## config.mk

```make
export PLATFORM = sky130hd
export DESIGN_NAME = page_table_with_aging_core_flat
export DESIGN_NICKNAME = d
export VERILOG_FILES = /design/src/hdl/ptwa_pkg.sv /design/src/hdl/ptwa_if.sv /design/src/hdl/page_table_with_aging_core.sv /design/src/hdl/ptwa_ram.sv /design/src/flat_wrapper.sv
export SDC_FILE = /design/constraint.sdc
export NUM_CORES = 2
export LEC_CHECK = 0
export BUFFER_PORTS_ARGS = -buffer_cell sky130_fd_sc_hd__buf_2
export CORE_ASPECT_RATIO = 2
export CORE_MARGIN = 2
export CORE_UTILIZATION = 57
export CTS_BUF_LIST = sky130_fd_sc_hd__clkbuf_4 sky130_fd_sc_hd__clkbuf_8
export CTS_CLUSTER_SIZE = 8
export DETAILED_ROUTE_END_ITERATION = 8
export GPL_TIMING_DRIVEN = 0
export PLACE_DENSITY = 0.73
export SLEW_MARGIN = 10
export SYNTH_ARGS = -nofsm -noshare
export SYNTH_HDL_FRONTEND = slang
export SYNTH_HIERARCHICAL = 1
export SYNTH_MEMORY_MAX_BITS = 65536
export SYNTH_SLANG_ARGS = --single-unit
```

## constraint.sdc

```tcl
create_clock -name clk -period 13 [get_ports clk]
set_clock_uncertainty 0.05 [all_clocks]
set_input_delay 2.6 -clock clk [delete_from_list [all_inputs] [get_ports clk]]
set_output_delay 2.6 -clock clk [all_outputs]
set_load 0.05 [all_outputs]
```

## src/hdl/ptwa_pkg.sv

```systemverilog
`timescale 1ns / 1ps

package ptwa_pkg;

	localparam int CMD_W   = 3;
	localparam int PAGE_W  = 8;
	localparam int FRAME_W = 6;
	localparam int AGE_W   = 8;

	// pages the page field can name at all
	localparam int PAGE_SPAN = 2 ** PAGE_W;

	// frames a map may store
	localparam int unsigned FRAMES = 64;

	localparam logic [CMD_W-1:0] CMD_LOOKUP = 3'd0;
	localparam logic [CMD_W-1:0] CMD_MAP    = 3'd1;
	localparam logic [CMD_W-1:0] CMD_UNMAP  = 3'd2;
	localparam logic [CMD_W-1:0] CMD_REF    = 3'd3;
	localparam logic [CMD_W-1:0] CMD_AGE    = 3'd4;

	typedef struct packed {
		logic               valid;
		logic               has_frame;
		logic [FRAME_W-1:0] frame;
		logic               referenced;
		logic [AGE_W-1:0]   age;
	} entry_t;

	typedef struct packed {
		logic               hit;
		logic [FRAME_W-1:0] frame_out;
		logic               frame_assigned;
		logic               referenced;
		logic [AGE_W-1:0]   age_value;
	} result_t;

endpackage

```

## src/hdl/ptwa_if.sv

```systemverilog
`timescale 1ns / 1ps

interface ptwa_req_if;
	import ptwa_pkg::*;

	logic               valid;
	logic               ready;
	logic [CMD_W-1:0]   command;
	logic [PAGE_W-1:0]  page;
	logic [FRAME_W-1:0] frame_in;

	modport source (output valid, command, page, frame_in, input ready);
	modport sink (input valid, command, page, frame_in, output ready);
endinterface

interface ptwa_rsp_if;
	import ptwa_pkg::*;

	logic               valid;
	logic               ready;
	logic               hit;
	logic [FRAME_W-1:0] frame_out;
	logic               frame_assigned;
	logic               referenced;
	logic [AGE_W-1:0]   age_value;

	modport source (output valid, hit, frame_out, frame_assigned, referenced, age_value,
		input ready);
	modport sink (input valid, hit, frame_out, frame_assigned, referenced, age_value,
		output ready);
endinterface

```

## src/hdl/page_table_with_aging_core.sv

```systemverilog
`timescale 1ns / 1ps

// page table with 8-bit aging counters
// req channel: command, page, frame_in; rsp channel: hit, frame_out, frame_assigned,
// referenced, age_value; one rsp transaction for every req transaction, in order
// lookup, map, unmap and mark referenced: the accept cycle issues the entry read, the
// next cycle runs the update unit and, for map, unmap and mark referenced, writes the
// entry back over the single write port of the entry memory; a new req is taken the cycle after
// an age tick walks all min(PAGES, 256) entries through the same update unit, one
// entry per cycle with read and write-back overlapped
// the block is not ready during the walk
// the result goes to an output register; req is accepted while it waits, but the
// next write-back cycle holds until rsp takes the pending transaction
// arst_n clears the control state and one written flag per entry; an entry never
// written reads as all zero, so there is no clearing pass and the block is ready
// right after reset
// pages at or beyond PAGES return an all-zero result; an age tick returns all zero

module page_table_with_aging_core #(
	parameter int PAGES = 256
) (
	input  logic      clk,
	input  logic      arst_n,
	ptwa_req_if.sink  req,
	ptwa_rsp_if.source rsp
);
	import ptwa_pkg::*;

	localparam int DEPTH = (PAGES < PAGE_SPAN) ? PAGES : PAGE_SPAN;
	localparam int AW    = $clog2(DEPTH);
	localparam int EW    = $bits(entry_t);

	typedef enum logic [3:0] {
		S_IDLE     = 4'b0001,
		S_MOD      = 4'b0010,
		S_AGE      = 4'b0100,
		S_AGE_DONE = 4'b1000
	} state_t;

	state_t             state_q;
	logic [CMD_W-1:0]   cmd_q;
	logic               page_ok_q;
	logic [AW-1:0]      addr_q;
	logic [FRAME_W-1:0] frame_q;
	logic [AW:0]        rd_cnt_q;
	logic               age_pend_s1;
	logic [AW-1:0]      age_addr_s1;
	logic               wr_flag_s1;
	logic [DEPTH-1:0]   written_q;
	logic               rsp_valid_q;
	result_t            rsp_q;

	logic               req_acc;
	logic               out_free;
	logic               rsp_load;
	logic               rd_more;
	logic               ram_we;
	logic [AW-1:0]      ram_waddr;
	logic [AW-1:0]      ram_raddr;
	logic [EW-1:0]      ram_rdata;
	entry_t             ent_rd;
	entry_t             ent_new;
	logic [CMD_W-1:0]   upd_cmd;
	logic               cmd_writes;
	result_t            res;

	// shared update unit: the next entry state for one command
	function automatic entry_t update_entry(entry_t e, logic [CMD_W-1:0] cmd,
		logic [FRAME_W-1:0] frame);
		entry_t n;
		n = e;
		case (cmd)
			CMD_MAP: begin
				if (32'(frame) < FRAMES) begin
					n.valid      = 1'b1;
					n.has_frame  = 1'b1;
					n.frame      = frame;
					n.referenced = 1'b0;
					n.age        = '0;
				end
			end
			CMD_UNMAP: begin
				n.valid     = 1'b0;
				n.has_frame = 1'b0;
				n.frame     = '0;
			end
			CMD_REF: begin
				n.referenced = 1'b1;
			end
			CMD_AGE: begin
				if (e.valid) begin
					n.age        = {e.referenced, e.age[AGE_W-1:1]};
					n.referenced = 1'b0;
				end
			end
			default: begin
				n = e;
			end
		endcase
		return n;
	endfunction

	ptwa_ram #(
		.WIDTH(EW),
		.DEPTH(DEPTH)
	) u_ram (
		.clk  (clk),
		.we   (ram_we),
		.waddr(ram_waddr),
		.wdata(ent_new),
		.raddr(ram_raddr),
		.rdata(ram_rdata)
	);

	assign req.ready = (state_q == S_IDLE);
	assign req_acc   = req.valid && req.ready;
	assign out_free  = !rsp_valid_q || rsp.ready;
	assign rsp_load  = out_free && ((state_q == S_MOD) || (state_q == S_AGE_DONE));
	assign rd_more   = (rd_cnt_q < (AW+1)'(DEPTH));

	// never written entries read as the reset value
	assign ent_rd  = wr_flag_s1 ? entry_t'(ram_rdata) : '0;
	assign upd_cmd = (state_q == S_AGE) ? CMD_AGE : cmd_q;
	assign ent_new = update_entry(ent_rd, upd_cmd, frame_q);

	always_comb begin
		case (cmd_q)
			CMD_MAP, CMD_UNMAP, CMD_REF: cmd_writes = 1'b1;
			default:                     cmd_writes = 1'b0;
		endcase
	end

	always_comb begin
		ram_raddr = req.page[AW-1:0];
		ram_waddr = addr_q;
		ram_we    = 1'b0;
		unique case (state_q)
			S_IDLE: begin
				ram_raddr = req.page[AW-1:0];
			end
			S_MOD: begin
				// keep re-reading the same entry while the output stalls
				ram_raddr = addr_q;
				ram_we    = out_free && page_ok_q && cmd_writes;
			end
			S_AGE: begin
				ram_raddr = rd_cnt_q[AW-1:0];
				ram_waddr = age_addr_s1;
				ram_we    = age_pend_s1 && ent_rd.valid;
			end
			S_AGE_DONE: begin
				ram_we = 1'b0;
			end
			default: begin
				ram_we = 1'b0;
			end
		endcase
	end

	always_comb begin
		res = '0;
		if (page_ok_q) begin
			res.hit            = ent_new.valid;
			res.frame_out      = ent_new.has_frame ? ent_new.frame : '0;
			res.frame_assigned = ent_new.has_frame;
			res.referenced     = ent_new.referenced;
			res.age_value      = ent_new.age;
		end
	end

	always_ff @(posedge clk or negedge arst_n) begin
		if (!arst_n) begin
			state_q     <= S_IDLE;
			rd_cnt_q    <= '0;
			age_pend_s1 <= 1'b0;
			written_q   <= '0;
			rsp_valid_q <= 1'b0;
		end else begin
			if (ram_we) begin
				written_q[ram_waddr] <= 1'b1;
			end
			if (rsp_load) begin
				rsp_valid_q <= 1'b1;
			end else if (rsp.ready) begin
				rsp_valid_q <= 1'b0;
			end
			unique case (state_q)
				S_IDLE: begin
					if (req_acc) begin
						rd_cnt_q    <= '0;
						age_pend_s1 <= 1'b0;
						state_q     <= (req.command == CMD_AGE) ? S_AGE : S_MOD;
					end
				end
				S_MOD: begin
					if (out_free) begin
						state_q <= S_IDLE;
					end
				end
				S_AGE: begin
					age_pend_s1 <= rd_more;
					if (rd_more) begin
						rd_cnt_q <= rd_cnt_q + 1'b1;
					end else if (!age_pend_s1) begin
						state_q <= S_AGE_DONE;
					end
				end
				S_AGE_DONE: begin
					if (out_free) begin
						state_q <= S_IDLE;
					end
				end
				default: begin
					state_q <= S_IDLE;
				end
			endcase
		end
	end

	always_ff @(posedge clk) begin
		wr_flag_s1 <= written_q[ram_raddr];
		if (state_q == S_AGE) begin
			age_addr_s1 <= rd_cnt_q[AW-1:0];
		end
		if (req_acc) begin
			cmd_q     <= req.command;
			page_ok_q <= (req.command != CMD_AGE) && (32'(req.page) < 32'(PAGES));
			addr_q    <= req.page[AW-1:0];
			frame_q   <= req.frame_in;
		end
		if (state_q == S_MOD && out_free) begin
			rsp_q <= res;
		end else if (state_q == S_AGE_DONE && out_free) begin
			rsp_q <= '0;
		end
	end

	assign rsp.valid          = rsp_valid_q;
	assign rsp.hit            = rsp_q.hit;
	assign rsp.frame_out      = rsp_q.frame_out;
	assign rsp.frame_assigned = rsp_q.frame_assigned;
	assign rsp.referenced     = rsp_q.referenced;
	assign rsp.age_value      = rsp_q.age_value;
endmodule

```

## src/hdl/ptwa_ram.sv

```systemverilog
`timescale 1ns / 1ps

module ptwa_ram #(
	parameter int WIDTH = 17,
	parameter int DEPTH = 256
) (
	input  logic                     clk,
	input  logic                     we,
	input  logic [$clog2(DEPTH)-1:0] waddr,
	input  logic [WIDTH-1:0]         wdata,
	input  logic [$clog2(DEPTH)-1:0] raddr,
	output logic [WIDTH-1:0]         rdata
);
	logic [WIDTH-1:0] mem [DEPTH];

	always_ff @(posedge clk) begin
		if (we) begin
			mem[waddr] <= wdata;
		end
		rdata <= mem[raddr];
	end
endmodule

```

## src/flat_wrapper.sv

```systemverilog
// flat-port wrapper written by rule: the top's interface ports become plain ports
module page_table_with_aging_core_flat import ptwa_pkg::*;
#(
	parameter int PAGES = 256
)
  (clk, arst_n, req_valid, req_command, req_page, req_frame_in, req_ready, rsp_valid, rsp_hit, rsp_frame_out, rsp_frame_assigned, rsp_referenced, rsp_age_value, rsp_ready);
  ptwa_req_if req_i ();
  ptwa_rsp_if rsp_i ();
  input  logic clk;
  input  logic arst_n;
  input wire logic [$bits(req_i.valid)-1:0] req_valid;
  input wire logic [$bits(req_i.command)-1:0] req_command;
  input wire logic [$bits(req_i.page)-1:0] req_page;
  input wire logic [$bits(req_i.frame_in)-1:0] req_frame_in;
  output wire logic [$bits(req_i.ready)-1:0] req_ready;
  output wire logic [$bits(rsp_i.valid)-1:0] rsp_valid;
  output wire logic [$bits(rsp_i.hit)-1:0] rsp_hit;
  output wire logic [$bits(rsp_i.frame_out)-1:0] rsp_frame_out;
  output wire logic [$bits(rsp_i.frame_assigned)-1:0] rsp_frame_assigned;
  output wire logic [$bits(rsp_i.referenced)-1:0] rsp_referenced;
  output wire logic [$bits(rsp_i.age_value)-1:0] rsp_age_value;
  input wire logic [$bits(rsp_i.ready)-1:0] rsp_ready;
  assign req_i.valid = req_valid;
  assign req_i.command = req_command;
  assign req_i.page = req_page;
  assign req_i.frame_in = req_frame_in;
  assign req_ready = req_i.ready;
  assign rsp_valid = rsp_i.valid;
  assign rsp_hit = rsp_i.hit;
  assign rsp_frame_out = rsp_i.frame_out;
  assign rsp_frame_assigned = rsp_i.frame_assigned;
  assign rsp_referenced = rsp_i.referenced;
  assign rsp_age_value = rsp_i.age_value;
  assign rsp_i.ready = rsp_ready;
  page_table_with_aging_core #(.PAGES(PAGES)) u_core (.clk(clk), .arst_n(arst_n), .req(req_i), .rsp(rsp_i));
endmodule
```

After elaboration in Yosys (flattened, before gate mapping)
Memories as Yosys holds them, arrays and structs flattened. A register that Yosys moved wholly into a read port is not among the register bits.
Cells that the tools add are included.
Storage, ports and cells
  bits in registers: 315
  input bits: 21
  output and inout bits: 19
  memories: 1
  RAM bits: 4352
Memory list
  u_core.u_ram.mem: depth 256, width 17, rd ports 1, clocked after Yosys merged registers in 1, wr ports 1, RTL line ptwa_ram.sv:14  | logic [WIDTH-1:0] mem [DEPTH];
Cells by class
  equality and inequality tests: 18
  muxes and demuxes: 33
  order comparisons: 4
  reduce and logical (&&, ||, !) cells: 19
  add/sub/neg operators: 1
  bitwise logic cells: 1
Operator list (number)
  OR 256 bit: 1
  two-way mux 17 bit: 4
  one-hot mux 8 bit (2 select lines): 3
  two-way mux 9 bit: 3
  less-than comparator 8 x 9 -> 1 bit, second input constant: 2
  one-hot mux 9 bit (2 select lines): 1
  two-way mux 4 bit: 4
  == test 3 x 2 -> 1 bit, second input constant: 4
  one-hot mux 4 bit (3 select lines): 1
  adder 9 x 1 -> 9 bit, second input constant: 1
  less-than comparator 9 bit, second input constant: 1
  binary-select mux 1 bit (select 8 bit): 1
  demux 1 bit (select 8 bit): 1
  >= comparator 8 x 1 -> 1 bit, second input constant: 1
  logical AND 1 bit: 8
  two-way mux 1 bit: 8
  two-way mux 8 bit: 1
  == test 3 x 1 -> 1 bit, second input constant: 2
  == test 3 bit, second input constant: 2
  two-way mux 3 bit: 2
  two-way mux 6 bit: 1
  inequality test 2 bit, second input constant: 3
  nonzero test 2 bit: 3
  == test 4 x 1 -> 1 bit, second input constant: 1
  other kinds (14): 17

Logic depth before layout (Yosys ltp)
  depth in word-level cells: 7
  depth in mapped cells: 21
  depth with buffers taken out: 11

Modules after synthesis
The synthesis kept the hierarchy.
By module, submodules not included
  ptwa_ram: area each 169704.0 sq um, instances 1, cells an instance 7797
  page_table_with_aging_core: area each 14282.4 sq um, instances 1, cells an instance 1290

Worst setup path after synthesis
No wires, ideal clock.
  kind: reg-to-reg
  from: register u_core.state_q[1]
  to: memory u_core.u_ram.mem[0][0] (data pin)
  required time: 11500 ps
  cell stages (with the launch flop): 12
  path buffers: 2
  library setup time: 1450 ps
  data arrival time: 8519 ps
  setup slack: 2981 ps
  clock period less this slack: 10019 ps
  path through: dfrtp_1 buf_4 nor2b_1 nand2_1 inv_1 clkbuf_1 nor2_1 a21oi_1 nor2_1 a21oi_1 a22oi_1 nor2b_1
RTL lines
  start: declaration: RTL line page_table_with_aging_core.sv:40  | state_t state_q;
  start signal: assignment: RTL line page_table_with_aging_core.sv:192  | state_q <= (req.command == CMD_AGE) ? S_AGE : S_MOD;
  end: declaration: RTL line ptwa_ram.sv:14

Worst setup path in the final report
  from: input req_page[4]
  to: register u_core.u_ram.rdata[8], read port of u_core.u_ram.mem
On the way
  cells in the longest elaborated chain, start to end: 1
RTL lines
  start: declaration: RTL line flat_wrapper.sv:13  | input wire logic [$bits(req_i.page)-1:0] req_page;
  one-hot mux 8 bit (2 select lines): RTL line page_table_with_aging_core.sv:137  | unique case (state_q)
  via u_core.ram_raddr[4]: RTL line page_table_with_aging_core.sv:59  | logic [AW-1:0] ram_raddr;
  end: declaration: RTL line ptwa_ram.sv:12  | output logic [WIDTH-1:0] rdata
The timed path passes the listed nets, and every way through them passes these cells.
A chain may end at the register's enable or synchronous reset.

==> metrics.csv <==
metric,value,unit
Rel. slew slack,-0.05427,
H-Tree Depth,6,
crit path launch type,input port,
global-route met1 utilization,0.5098,
IO Count,40,
Sink Count,4684,
Pre-antenna DRT Iters,8,
violated checks,"capacitance limit, slew limit",
post-synth cell types,102,
logic gate share of total power,0.353,
RR Endpoint,u_core/u_ram/rdata[8]$_DFF_P_,
reg2reg start,u_core/state_q[0]$_DFFE_PN1P_,
Max-Cap Viols,6,
Port-buffer cells,39,
final non-filler cell total,14690,
Post-synth top cells,"edfxtp_1 (4395), mux4_2 (897), mux2i_1 (563), nor2_1 (389), nand2_1 (366)",
crit path kind,in2reg,
Post-Place Cells,13700,
Cell Rows,295,
Sw Share,0.3765,
layout cells sized above 1,0.2750,
most common cell in the netlist,edfxtp_1,
Syn Nets,9109,
vias in the first global route,101100,
register area share after synthesis,0.7561,
Slew @ Worst Pin,1.581,ns
warning count from the yosys run,6,
RD Place Congestion,1.079,
largest net degree at the start of global routing,153,
Static Leak,68.63,nW
"Slew Viols, Final",27,
r2r worst-path depth,17,
GR peak layer,met2,
top post-synthesis cells by area,"edfxtp_1 (72%), mux4_2 (11%), dfrtp_1 (3.7%)",
outcome,"complete, but fails checks",
GRT Resource Usage Total,0.4377,
Post-CTS Setup Inserts,0,
CP Data Arrival Time,10.46,ns
post-DP HPWL,494900,µm
Hold Slack,0.3982,ns
Post-synth ARST share,0.05786,
Die H,807.5,µm
Layout area overhead,13.31,%
"Top FF cell, synth",edfxtp_1,
minimum clock period,9.525,ns
cells after synthesis,9087,
switching pwr,0.01713,W
"Hold-fix buffers, CTS",0,
RSZ-0062 raised after global routing,no,
Die ar.,327600,µm²
"Reg clk slew, reported paths",0.06,ns
Hold Crit Class,reg2reg,
Root Buffer,clkbuf_8,
Layout Nets,10110,
power share of the clock group,0.235,
via count,108500,
Hold Path Origin,u_core/written_q[107]$_DFFE_PN0P_,
Post-DRT Antenna Nets,0,
grt ovf,0,
"FF+latch count, synth",4684,
Core Area,321900,µm²
Initial DRC Count,19140,
share of the synthesized area in the top cell type,0.7173,
sequential share of power,0.412,
Mapped Area,184000,µm²
Max Fclk,105.0,MHz
Routed WL,715100,µm
worst endpoint required time,13.93,ns
DRC,0,
worst hold path endpoint,u_core/written_q[107]$_DFFE_PN0P_,
Resize count post-CTS,0,
initial antenna violation count,84,
Mean Syn Cell Area,20.25,µm²
flop2flop setup slack,4.03,ns
Final Hold Fails,0,
Worst setup EP type,flip-flop,
Num CTS Buffers,679,
worst-path maximum fanout,10,
chip width,405.7,µm
Initial Util,0.5716,
number of enable flip-flop cells after synthesis,4395,
Final Setup Violations,0,
CTS tree,yes,
CTS Buffer Depth,4,
final setup TNS,0,ns
latest clock arrival within the worst-skew pair,1.19,ns
first-pass GRT wire length,927900,µm
Worst VDD drop,0.2400,mV
period utilization,0.7327,
PwrDens,218.2,nW/µm²
routed len/inst,48.69,µm
routing usage on met3,0.1648,
vias per cell,7.385,
worst hold stages,1,
post-synth top area cell,edfxtp_1,
met2 usage,0.6259,
cell internal pwr,0.02837,W
==> worst max-delay path by stage <==
stage                                                    end                          start  depth (start not counted)  slack [ns]
after floorplan             u_core/u_ram/mem[0][0]$_DFFE_PP_  u_core/state_q[1]$_DFFE_PN0P_                         11        2.98
after global placement    u_core/u_ram/mem[132][2]$_DFFE_PP_  u_core/state_q[3]$_DFFE_PN0P_                         11       -7.46
after detailed placement       u_core/u_ram/rdata[8]$_DFF_P_                    req_page[4]                         16        3.06
after CTS                      u_core/u_ram/rdata[8]$_DFF_P_                    req_page[4]                         16        4.30
after global routing           u_core/u_ram/rdata[8]$_DFF_P_                    req_page[3]                         15        4.09
final                          u_core/u_ram/rdata[8]$_DFF_P_                    req_page[4]                         16        3.48
==> sequential cells by signal (all words and copies together) (netlist names), 8 cells and up <==
name                  flops
u_core/addr_q             8
u_core/rd_cnt_q           9
u_core/age_addr_s1        8
u_core/u_ram/rdata       17
u_core/u_ram/mem       4352
u_core/rsp.age_value      8
u_core/written_q        256
==> power groups by stage <==
| stage | Sequential, W | Combinational, W | Clock, W |
|---|---|---|---|
| 2_1_floorplan | 0.0197 | 0.00676 | 0 |
| 3_3_place_gp | 0.0206 | 0.0137 | 0 |
| 3_5_place_dp | 0.0191 | 0.0149 | 0 |
| 4_1_cts | 0.0187 | 0.0149 | 0.0107 |
| 5_1_grt | 0.0187 | 0.0156 | 0.0112 |
| 6_report | 0.0187 | 0.0161 | 0.0107 |
==> metrics by stage <==
| step | worst slack (ns) | utilization | total power (W) | instance area, µm² |
|---|---|---|---|---|
| global route | 4.092 | 0.6472 | 0.04561 | 208300 |
| finish | 3.475 | 0.6477 | 0.04550 | 208500 |
| CTS | 4.297 | 0.6468 | 0.04436 | 208200 |
| global placement | -7.464 | 0.5890 | 0.03426 | 189600 |
| floorplan | 2.981 | - | 0.02649 | 184000 |
| detailed placement | 3.061 | 0.6121 | 0.03395 | 197000 |
==> cell families after synthesis <==
family                   share of synthesized area
buffers and inverters                      0.02220
multiplexers                                0.1485
flip-flops                                  0.7561
AND/OR/NAND/NOR                            0.03000
AO/OA/AOI/OAI                              0.04268
adder cells (fa/ha/maj)                 0.00006799
XOR/XNOR                                 0.0003808
==> critical path, stage by stage <==
cell and delay (ns):
buf_2 0.13, nor2b_1 0.06, o21ai_0 0.19, o221ai_2 0.39, inv_1 0.55, buf_4 0.34
clkbuf_2 0.68, inv_1 0.22, buf_2 0.36, clkbuf_1 0.63, o221ai_1 0.36, o22ai_1 0.15
o21ai_1 1.16, o2111ai_1 0.29, nor4_1 1.31, and3_1 0.96
==> cell usage in the layout, fill, tap and decap left out, types with 34 or more instances in the layout <==
| master | count |
|---|---|
| a21o_1 | 157 |
| a21oi_1 | 146 |
| a22oi_1 | 37 |
| buf_12 | 163 |
| buf_16 | 78 |
| buf_2 | 175 |
| buf_4 | 57 |
| buf_6 | 67 |
| buf_8 | 92 |
| clkbuf_1 | 129 |
| clkbuf_2 | 60 |
| clkbuf_4 | 145 |
| clkbuf_8 | 712 |
| dfrtp_1 | 270 |
| diode_2 | 75 |
| edfxtp_1 | 4395 |
| mux2i_1 | 563 |
| mux4_1 | 46 |
| mux4_2 | 897 |
| nand2_1 | 366 |
| nand3_1 | 112 |
| nand4_1 | 34 |
| nor2_1 | 131 |
| nor2_2 | 74 |
| nor2_4 | 184 |
| nor3_1 | 119 |
| o21ai_0 | 64 |
| o21bai_1 | 100 |
| o221ai_1 | 136 |
| o22ai_1 | 202 |
==> per-layer routing <==
metal	wire length, µm	part of all wire
met5	212	0.00030
met4	83870	0.12
met3	102200	0.14
met1	217100	0.30
met2	311800	0.44
==> layout make-up <==
| class | instances | area (µm²) |
|---|---|---|
| Antenna cell | 75 | 187.7 |
| Buffer | 543 | 4089 |
| Clock buffer | 843 | 10710 |
| Clock inverter | 59 | 444.2 |
| Fill cell | 21240 | 113400 |
| Inverter | 22 | 91.34 |
| Multi-Input combinational cell | 3838 | 42630 |
| Sequential cell | 4684 | 139100 |
| Tap cell | 4306 | 5388 |
| Timing Repair Buffer | 317 | 5819 |
Power figures use the tool's default switching activity.
